==> src/rtl/wspm_pkg.sv <==
package wspm_pkg;

    localparam int WHEEL_COUNT = 4;
    localparam int WHEEL_W     = 2;
    localparam int SPEED_W     = 16;
    localparam int FACTOR_W    = 16;
    localparam int DEV_W       = 20;
    localparam int PERSIST_W   = 6;
    localparam int Q_SHIFT     = 14;
    localparam int PRODUCT_W   = SPEED_W + FACTOR_W;
    localparam int CFG_IDX_W   = 3;
    localparam int CFG_DATA_W  = 64;

    localparam logic [FACTOR_W-1:0]  UNITY_Q14   = 16'h4000;
    localparam logic [PERSIST_W-1:0] PERSIST_MAX = 6'd63;

    // register indexes
    localparam logic [CFG_IDX_W-1:0] REG_CAL_FACTORS    = 3'd0;
    localparam logic [CFG_IDX_W-1:0] REG_DRIFT_LIMIT    = 3'd1;
    localparam logic [CFG_IDX_W-1:0] REG_DIFF_LIMIT     = 3'd2;
    localparam logic [CFG_IDX_W-1:0] REG_ACCEL_LIMIT    = 3'd3;
    localparam logic [CFG_IDX_W-1:0] REG_CONFIRM_CYCLES = 3'd4;

    // reset values
    localparam logic [CFG_DATA_W-1:0] CAL_FACTORS_RST    = 64'h4000_4000_4000_4000;
    localparam logic [SPEED_W-1:0]    DRIFT_LIMIT_RST    = 16'd1638;
    localparam logic [SPEED_W-1:0]    DIFF_LIMIT_RST     = 16'd2560;
    localparam logic [DEV_W-1:0]      ACCEL_LIMIT_RST    = 20'd1920;
    localparam logic [PERSIST_W-1:0]  CONFIRM_CYCLES_RST = 6'd6;

    // fault codes
    localparam logic [1:0] FAULT_NONE  = 2'd0;
    localparam logic [1:0] FAULT_CAL   = 2'd1;
    localparam logic [1:0] FAULT_DEV   = 2'd2;
    localparam logic [1:0] FAULT_ACCEL = 2'd3;

    typedef logic [WHEEL_COUNT-1:0][SPEED_W-1:0] speed_vec_t;

    typedef struct packed {
        logic [SPEED_W-1:0] raw_speed_fl;
        logic [SPEED_W-1:0] raw_speed_fr;
        logic [SPEED_W-1:0] raw_speed_rl;
        logic [SPEED_W-1:0] raw_speed_rr;
    } sample_t;

    typedef struct packed {
        logic [WHEEL_W-1:0] wheel_index;
        logic [1:0]         fault_code;
        logic               fault_active;
        logic               fault_confirmed;
        logic [DEV_W-1:0]   deviation;
        logic [SPEED_W-1:0] calibrated_speed;
        logic               last_of_set;
    } result_t;

    typedef struct packed {
        logic [FACTOR_W-1:0]  drift_limit;
        logic [SPEED_W-1:0]   diff_limit;
        logic [DEV_W-1:0]     accel_limit;
        logic [PERSIST_W-1:0] confirm_cycles;
    } limits_t;

    typedef struct packed {
        logic [1:0]         fault_code;
        logic               fault_confirmed;
        logic [DEV_W-1:0]   deviation;
        logic [SPEED_W-1:0] calibrated_speed;
    } lane_result_t;

endpackage

==> src/rtl/wspm_cal_lane.sv <==
module wspm_cal_lane
    import wspm_pkg::*;
(
    input  logic                clk,
    input  logic                load,
    input  logic [SPEED_W-1:0]  raw_speed,
    input  logic [FACTOR_W-1:0] factor,
    output logic [SPEED_W-1:0]  speed_reg
);

    logic [PRODUCT_W-1:0] product;
    logic [SPEED_W-1:0]   speed_next;

    assign product = PRODUCT_W'(raw_speed) * PRODUCT_W'(factor);

    // truncate the Q18.14 product, saturate at full scale
    always_comb
    begin
        if (|product[PRODUCT_W-1:SPEED_W+Q_SHIFT])
            speed_next = '1;
        else
            speed_next = product[SPEED_W+Q_SHIFT-1:Q_SHIFT];
    end

    always_ff @(posedge clk)
    begin
        if (load)
            speed_reg <= speed_next;
    end

endmodule

==> src/rtl/wspm_median.sv <==
module wspm_median
    import wspm_pkg::*;
(
    input  logic               clk,
    input  logic               load,
    input  speed_vec_t         speeds,
    output speed_vec_t         speeds_reg,
    output logic [SPEED_W-1:0] median_reg
);

    logic [SPEED_W-1:0] lo01, hi01, lo23, hi23, mid_a, mid_b, median_next;
    logic [SPEED_W:0]   mid_sum;

    // middle two of four = larger pair-minimum and smaller pair-maximum
    always_comb
    begin
        lo01 = (speeds[0] < speeds[1]) ? speeds[0] : speeds[1];
        hi01 = (speeds[0] < speeds[1]) ? speeds[1] : speeds[0];
        lo23 = (speeds[2] < speeds[3]) ? speeds[2] : speeds[3];
        hi23 = (speeds[2] < speeds[3]) ? speeds[3] : speeds[2];
        mid_a = (lo01 > lo23) ? lo01 : lo23;
        mid_b = (hi01 < hi23) ? hi01 : hi23;
        mid_sum = (SPEED_W+1)'(mid_a) + (SPEED_W+1)'(mid_b);
        median_next = mid_sum[SPEED_W:1];
    end

    always_ff @(posedge clk)
    begin
        if (load)
        begin
            speeds_reg <= speeds;
            median_reg <= median_next;
        end
    end

endmodule

==> src/rtl/wspm_check_lane.sv <==
module wspm_check_lane
    import wspm_pkg::*;
(
    input  logic                clk,
    input  logic                rst_n,
    input  logic                load,
    input  logic [SPEED_W-1:0]  speed,
    input  logic [SPEED_W-1:0]  median,
    input  logic [FACTOR_W-1:0] factor,
    input  limits_t             limits,
    output lane_result_t        result_reg
);

    logic [SPEED_W-1:0]   prev_speed_reg;
    logic [PERSIST_W-1:0] persist_reg, persist_next;
    logic                 confirmed_reg, confirmed_next;

    logic [FACTOR_W-1:0] drift;
    logic [SPEED_W-1:0]  dmed, delta;
    logic [DEV_W-1:0]    accel;
    lane_result_t        result_next;

    always_comb
    begin
        drift = (factor >= UNITY_Q14) ? factor - UNITY_Q14 : UNITY_Q14 - factor;
        dmed  = (speed >= median) ? speed - median : median - speed;
        delta = (speed >= prev_speed_reg) ? speed - prev_speed_reg : prev_speed_reg - speed;
        accel = DEV_W'({delta, 3'b000}) + DEV_W'({delta, 1'b0});

        persist_next   = persist_reg;
        confirmed_next = confirmed_reg;
        result_next.fault_code = FAULT_NONE;
        result_next.deviation  = '0;

        if (drift > limits.drift_limit)
        begin
            // drift rewrites the flag from the persistence count, may clear it
            if (persist_reg != PERSIST_MAX)
                persist_next = persist_reg + PERSIST_W'(1);
            confirmed_next = (persist_next > limits.confirm_cycles);
            result_next.fault_code = FAULT_CAL;
            result_next.deviation  = DEV_W'(drift);
        end
        else
        begin
            persist_next = '0;
            if (dmed > limits.diff_limit)
            begin
                confirmed_next = 1'b1;
                result_next.fault_code = FAULT_DEV;
                result_next.deviation  = DEV_W'(dmed);
            end
            else if (accel > limits.accel_limit)
            begin
                confirmed_next = 1'b1;
                result_next.fault_code = FAULT_ACCEL;
                result_next.deviation  = accel;
            end
        end

        result_next.fault_confirmed  = confirmed_next;
        result_next.calibrated_speed = speed;
    end

    always_ff @(posedge clk or negedge rst_n)
    begin
        if (!rst_n)
        begin
            prev_speed_reg <= '0;
            persist_reg    <= '0;
            confirmed_reg  <= 1'b0;
        end
        else if (load)
        begin
            prev_speed_reg <= speed;
            persist_reg    <= persist_next;
            confirmed_reg  <= confirmed_next;
        end
    end

    always_ff @(posedge clk)
    begin
        if (load)
            result_reg <= result_next;
    end

endmodule

==> src/rtl/wheel_speed_plausibility_monitor_core.sv <==
// Wheel speed plausibility monitor. Each sample beat carries four raw wheel
// speeds (1/128 km/h); the block answers with four result beats, one per
// wheel in the order FL, FR, RL, RR, the last one flagged by last_of_set.
// Four lanes calibrate the speeds (16x16 multiply by the Q2.14 factor,
// saturating), a merge stage forms the median of the middle two, and four
// check lanes apply drift, median-deviation and acceleration checks in that
// priority while updating each wheel's history. A sample passes the
// calibration, median and result-set registers before its first result
// beat is offered. Throughput is set by the single result port, which
// carries one wheel per cycle while result_ready is high; up to two
// further sample sets wait in the calibration and median stages while a
// set drains, and once both are full sample_ready stays low until the
// cycle in which the last beat of the draining set is taken.
// Configuration writes take effect at once and are meant for idle periods.
module wheel_speed_plausibility_monitor_core
    import wspm_pkg::*;
(
    input  logic                  clk,
    input  logic                  rst_n,

    input  logic                  sample_valid,
    output logic                  sample_ready,
    input  sample_t               sample,

    output logic                  result_valid,
    input  logic                  result_ready,
    output result_t               result,

    input  logic                  cfg_we,
    input  logic [CFG_IDX_W-1:0]  cfg_index,
    input  logic [CFG_DATA_W-1:0] cfg_data
);

    // ---------------- configuration registers ----------------
    logic [CFG_DATA_W-1:0] cal_factors_reg;
    limits_t               limits_reg;

    always_ff @(posedge clk or negedge rst_n)
    begin
        if (!rst_n)
        begin
            cal_factors_reg           <= CAL_FACTORS_RST;
            limits_reg.drift_limit    <= DRIFT_LIMIT_RST;
            limits_reg.diff_limit     <= DIFF_LIMIT_RST;
            limits_reg.accel_limit    <= ACCEL_LIMIT_RST;
            limits_reg.confirm_cycles <= CONFIRM_CYCLES_RST;
        end
        else if (cfg_we)
        begin
            unique case (cfg_index)
                REG_CAL_FACTORS:    cal_factors_reg           <= cfg_data;
                REG_DRIFT_LIMIT:    limits_reg.drift_limit    <= cfg_data[FACTOR_W-1:0];
                REG_DIFF_LIMIT:     limits_reg.diff_limit     <= cfg_data[SPEED_W-1:0];
                REG_ACCEL_LIMIT:    limits_reg.accel_limit    <= cfg_data[DEV_W-1:0];
                REG_CONFIRM_CYCLES: limits_reg.confirm_cycles <= cfg_data[PERSIST_W-1:0];
                default:            ; // unmapped index, write dropped
            endcase
        end
    end

    // ---------------- pipeline control ----------------
    // stage 1: calibrated speeds, stage 2: median, stage 3: result set
    logic               stage1_valid_reg, stage1_valid_next;
    logic               stage2_valid_reg, stage2_valid_next;
    logic               set_valid_reg, set_valid_next;
    logic [WHEEL_W-1:0] beat_cnt_reg, beat_cnt_next;
    logic               beat_done, set_done;
    logic               set_free, stage2_free, stage1_free;
    logic               load1, load2, load3;

    assign beat_done   = result_valid && result_ready;
    assign set_done    = beat_done && (beat_cnt_reg == WHEEL_W'(WHEEL_COUNT - 1));
    assign set_free    = !set_valid_reg || set_done;
    assign load3       = stage2_valid_reg && set_free;
    assign stage2_free = !stage2_valid_reg || load3;
    assign load2       = stage1_valid_reg && stage2_free;
    assign stage1_free = !stage1_valid_reg || load2;
    assign sample_ready = stage1_free;
    assign load1       = sample_valid && sample_ready;

    always_comb
    begin
        stage1_valid_next = load1 || (stage1_valid_reg && !load2);
        stage2_valid_next = load2 || (stage2_valid_reg && !load3);
        set_valid_next    = load3 || (set_valid_reg && !set_done);
        // wraps to wheel 0 after the last wheel
        beat_cnt_next     = beat_done ? beat_cnt_reg + WHEEL_W'(1) : beat_cnt_reg;
    end

    always_ff @(posedge clk or negedge rst_n)
    begin
        if (!rst_n)
        begin
            stage1_valid_reg <= 1'b0;
            stage2_valid_reg <= 1'b0;
            set_valid_reg    <= 1'b0;
            beat_cnt_reg     <= '0;
        end
        else
        begin
            stage1_valid_reg <= stage1_valid_next;
            stage2_valid_reg <= stage2_valid_next;
            set_valid_reg    <= set_valid_next;
            beat_cnt_reg     <= beat_cnt_next;
        end
    end

    // ---------------- datapath ----------------
    speed_vec_t         raw_vec;
    speed_vec_t         cal_speeds;
    speed_vec_t         med_speeds;
    logic [SPEED_W-1:0] median;
    lane_result_t       lane_results [WHEEL_COUNT];

    assign raw_vec[0] = sample.raw_speed_fl;
    assign raw_vec[1] = sample.raw_speed_fr;
    assign raw_vec[2] = sample.raw_speed_rl;
    assign raw_vec[3] = sample.raw_speed_rr;

    for (genvar w = 0; w < WHEEL_COUNT; w++)
    begin : g_cal
        wspm_cal_lane u_cal (
            .clk       (clk),
            .load      (load1),
            .raw_speed (raw_vec[w]),
            .factor    (cal_factors_reg[w*FACTOR_W +: FACTOR_W]),
            .speed_reg (cal_speeds[w])
        );
    end

    wspm_median u_median (
        .clk        (clk),
        .load       (load2),
        .speeds     (cal_speeds),
        .speeds_reg (med_speeds),
        .median_reg (median)
    );

    // the user must keep factors stable while samples are in flight (the block does
    // not enforce it), so the live register is used in the check stage as well
    for (genvar w = 0; w < WHEEL_COUNT; w++)
    begin : g_check
        wspm_check_lane u_check (
            .clk        (clk),
            .rst_n      (rst_n),
            .load       (load3),
            .speed      (med_speeds[w]),
            .median     (median),
            .factor     (cal_factors_reg[w*FACTOR_W +: FACTOR_W]),
            .limits     (limits_reg),
            .result_reg (lane_results[w])
        );
    end

    // ---------------- result serializer ----------------
    lane_result_t cur;

    assign cur          = lane_results[beat_cnt_reg];
    assign result_valid = set_valid_reg;

    always_comb
    begin
        result.wheel_index      = beat_cnt_reg;
        result.fault_code       = cur.fault_code;
        result.fault_active     = (cur.fault_code != FAULT_NONE);
        result.fault_confirmed  = cur.fault_confirmed;
        result.deviation        = cur.deviation;
        result.calibrated_speed = cur.calibrated_speed;
        result.last_of_set      = (beat_cnt_reg == WHEEL_W'(WHEEL_COUNT - 1));
    end

`ifndef NO_ASSERTIONS
    // a partly drained set must still be held
    a_cnt_needs_set: assert property (@(posedge clk) disable iff (!rst_n)
        (beat_cnt_reg != '0) |-> set_valid_reg)
        else $error("beat counter advanced without a result set");

    // input stalls only when the calibration stage is occupied
    a_stall_has_cause: assert property (@(posedge clk) disable iff (!rst_n)
        !sample_ready |-> stage1_valid_reg)
        else $error("sample_ready low with empty calibration stage");

    // the last beat of a set returns the serializer to wheel 0
    a_wrap_after_last: assert property (@(posedge clk) disable iff (!rst_n)
        (result_valid && result_ready && result.last_of_set) |=> (beat_cnt_reg == '0))
        else $error("serializer did not wrap after last beat");
`endif

endmodule
==> config.mk <==
export PLATFORM = sky130hd
export DESIGN_NAME = wheel_speed_plausibility_monitor_core
export DESIGN_NICKNAME = d
export VERILOG_FILES = /design/src/rtl/wspm_pkg.sv /design/src/rtl/wspm_cal_lane.sv /design/src/rtl/wspm_median.sv /design/src/rtl/wspm_check_lane.sv /design/src/rtl/wheel_speed_plausibility_monitor_core.sv
export SDC_FILE = /design/constraint.sdc
export NUM_CORES = 2
export LEC_CHECK = 0
export ABC_AREA = 1
export BUFFER_PORTS_ARGS = -buffer_cell sky130_fd_sc_hd__buf_2
export CORE_MARGIN = 2
export CORE_UTILIZATION = 40
export DETAILED_ROUTE_END_ITERATION = 8
export GPL_TIMING_DRIVEN = 0
export PLACE_DENSITY_LB_ADDON = 0.08
export SYNTH_ARGS = -nofsm -noshare
export SYNTH_HDL_FRONTEND = slang
export SYNTH_HIERARCHICAL = 1
export SYNTH_SLANG_ARGS = --single-unit
export TNS_END_PERCENT = 10
==> constraint.sdc <==
create_clock -name clk -period 11.6 [get_ports clk]
set_input_delay 0 -clock clk [delete_from_list [all_inputs] [get_ports clk]]
set_output_delay 0 -clock clk [all_outputs]
set_load 0.05 [all_outputs]
==> impl_metrics.env <==
export IMPL_routed_wl_mm=340
export IMPL_post_cts_setup_buffers=0
export IMPL_clk_latency_ps=690
export IMPL_yosysWarnings=6
export IMPL_viasPerCell=5.18
export IMPL_whs_endpoint="cal_factors_reg[57]$_DFFE_PN0P_"
export IMPL_clock_skew_ps=56.9
export IMPL_yosys_top_cells_count="nand2_1 (3,060), inv_1 (2,663), ha_1 (1,017), fa_1 (789), a21oi_1 (625)"
export IMPL_crit_slowest_cell="edfxtp_1"
export IMPL_syn_area_per_cell_um2=7.25
export IMPL_grt_pass1_wl_mm=500
export IMPL_tightest_slew_ps=1440
export IMPL_synthesis_nets=13812
export IMPL_antenna_found_initial=18
export IMPL_status="complete, no violations"
export IMPL_htreeDepth=3
export IMPL_io_buffers=123
export IMPL_setup_viol=0
export IMPL_ios=181
export IMPL_drv_cap=0
export IMPL_drv_slew=0
export IMPL_drc=0
export IMPL_cts_buffers=66
export IMPL_path_clk_slew_ps=90
export IMPL_top_layer="met5"
export IMPL_fill_cells=22349
export IMPL_ys_seq_elements=519
export IMPL_grt_max_degree=107
export IMPL_wl_per_cell_um=22.6
export IMPL_cp_start_kind="flop"
export IMPL_grt_usage=0.310
export IMPL_first_global_vias=77525
export IMPL_dr_wl_met2_mm=153
export IMPL_die_area_mm2=0.219
export IMPL_cp_slowest_stage_delay_ps=570
export IMPL_synthCells=11870
export IMPL_cts_max_path_buffers=3
export IMPL_fin_crit_sh=0.657
export IMPL_hp_class="in -> reg"
export IMPL_ys_types=64
export IMPL_cp_max_fo=10
export IMPL_fp_dieW_um=468
export IMPL_clock_fmax_mhz=131
export IMPL_finalWorstPathRequiredPeriod_ps=7630
export IMPL_gp_congestion=0.984
export IMPL_dpl_cell_count=14840
export IMPL_layout_drive_gt1_share=0.0623
export IMPL_finalNonFillerCells=15052
export IMPL_crit_required_ps=12050
export IMPL_slew_headroom=0.0396
export IMPL_drt_antenna_violating_nets=0
export IMPL_dp_worst_setup_slack_ps=3990
export IMPL_critPathKind="reg -> reg"
export IMPL_synth_top_area_share=0.184
export IMPL_cts_root_buf="clkbuf_16"
export IMPL_synthFlopType="edfxtp_1"
export IMPL_holdPathStages=4
export IMPL_setup_ws_ps=3970
export IMPL_firstDrtPassIters=8
export IMPL_num_rows=170
export IMPL_yosys_top_cells_area="fa_1 (18%), ha_1 (15%), nand2_1 (13%)"
export IMPL_cts_tree="done"
export IMPL_met3_length_mm=21.5
export IMPL_r2r_setup_slack_ps=3970
export IMPL_fin_nets=14088
export IMPL_crit_path_start="u_median/speeds_reg[48]$_DFFE_PP_"
export IMPL_post_synth_top_count_cell="nand2_1"
export IMPL_synth_area_mm2=0.0861
export IMPL_r2r_end="g_check[3].u_check/result_reg[21]$_DFFE_PP_"
export IMPL_worst_r2r_cell_count=34
export IMPL_synth_async_reset_ratio=0.422
export IMPL_synth_edf_count=300
export IMPL_cts_sinks=519
export IMPL_drt_iter0_markers=6314
export IMPL_vias=78025
export IMPL_yosysSeqAreaShare=0.169
export IMPL_r2r_start="u_median/speeds_reg[48]$_DFFE_PP_"
export IMPL_min_from="cfg_data[57]"
export IMPL_critPathCaptureType="flop"
export IMPL_fin_setup_tns_ps=0
export IMPL_finalHoldViolations=0
export IMPL_globalRouteOverflowTotal=0
export IMPL_utilization=0.437
export IMPL_worst_ep_arrival_time_ps=8080
export IMPL_coreArea_mm2=0.214
export IMPL_syn2layout_area_growth_pct=8.74
export IMPL_start_util=0.402
export IMPL_die_h_um=468
export IMPL_grt_setup_unrepaired="no"
export IMPL_yosysTopAreaCell="fa_1"
export IMPL_ctsResizeCount=0
export IMPL_wl_met1_mm=150
export IMPL_hpwl_mm=287
export IMPL_largest_reg_flops=156
## what timing repair did
item                                    in CTS  in global routing
endpoints found under the setup margin       0                  0
endpoints found under the hold margin      238                  0
hold buffers                                76                  0
## stage by stage
| stage | hold slack (ps) | instance area (um^2) |
|---|---|---|
| final | 71.0 | 93600 |
| after global routing | 67.3 | 93500 |
| after CTS | 25.6 | 93500 |
| after detailed placement | -53.2 | 90500 |
| after global placement | 230 | 90200 |
| after floorplan | -296 | 86100 |
## how the worst max path moves through the flow
stage / to / slack, ps / depth (start not counted)
after floorplan: g_check[0].u_check/prev_speed_reg[1]$_DFFE_PN0P_ / 2560 / 8
after global placement: g_check[0].u_check/persist_reg[3]$_DFFE_PN0P_ / -1350 / 7
after detailed placement: g_cal[2].u_cal/speed_reg[4]$_SDFFCE_PP1P_ / 3990 / 26
after CTS: g_cal[2].u_cal/speed_reg[7]$_SDFFCE_PP1P_ / 4000 / 26
after global routing: g_check[3].u_check/result_reg[26]$_DFFE_PP_ / 3460 / 34
final: g_check[3].u_check/result_reg[21]$_DFFE_PP_ / 3970 / 34
## layout by cell type, fill, tap and decap left out, types with 27 or more instances in the layout
cell type / Yosys / routed
clkbuf_16: 0 / 70
dfrtp_1: 201 / 201
buf_2: 63 / 185
a31oi_1: 36 / 36
edfxtp_1: 300 / 300
fa_1: 789 / 789
inv_1: 2663 / 2661
xor2_1: 205 / 205
nand3_1: 461 / 461
nand3b_1: 29 / 29
nor3_1: 66 / 66
o211ai_1: 57 / 57
o21a_1: 37 / 37
and2_1: 31 / 31
nand2_1: 3060 / 3060
clkbuf_1: 330 / 339
inv_2: 38 / 38
nand2_2: 183 / 183
xnor2_1: 70 / 70
ha_1: 1017 / 1017
a211oi_1: 27 / 27
a21oi_1: 625 / 625
dlygate4sd3_1: 0 / 75
nand2_4: 59 / 59
nor2_1: 568 / 567
a21o_1: 35 / 35
o21ai_0: 468 / 468
nand3_2: 27 / 27
nand4_1: 107 / 107
## worst max-delay path, delay by kind of cell, from the launching register on
kind	cells	cell delay [ps]
AO/OA/AOI/OAI	7	1450
XOR/XNOR	2	710
adder cells (fa/ha/maj)	4	1300
buffers and inverters	7	1280
flip-flops	1	570
AND/OR/NAND/NOR	14	2050
## layout make-up
| type | instances | area [um^2] | area share |
|---|---|---|---|
| Inverter | 2701 | 10100 | 0.108 |
| Antenna cell | 16 | 40.0 | 0.000428 |
| Clock buffer | 86 | 1880 | 0.0201 |
| Buffer | 420 | 1880 | 0.0200 |
| Multi-Input combinational cell | 8230 | 59500 | 0.636 |
| Timing Repair Buffer | 208 | 1600 | 0.0171 |
| Tap cell | 2838 | 3550 | 0.0379 |
| Clock inverter | 34 | 428 | 0.00457 |
| Sequential cell | 519 | 14500 | 0.155 |
## kinds of logic after synthesis
family / synth area share
compound gates: 0.0945
xor+xnor: 0.0287
fa+ha+maj: 0.331
buf+inv: 0.140
flops: 0.169
mux: 0.000931
simple gates: 0.236
## metal layers
layer	up-vias	GRT usage
met2	2437	0.494
met1	37971	0.420
li1	37172	-
met5	-	0
met4	2	0.133
met3	443	0.0411
Power is not shown: default switching activity piles up to over one toggle a cycle in this logic, so the estimate is an artifact.
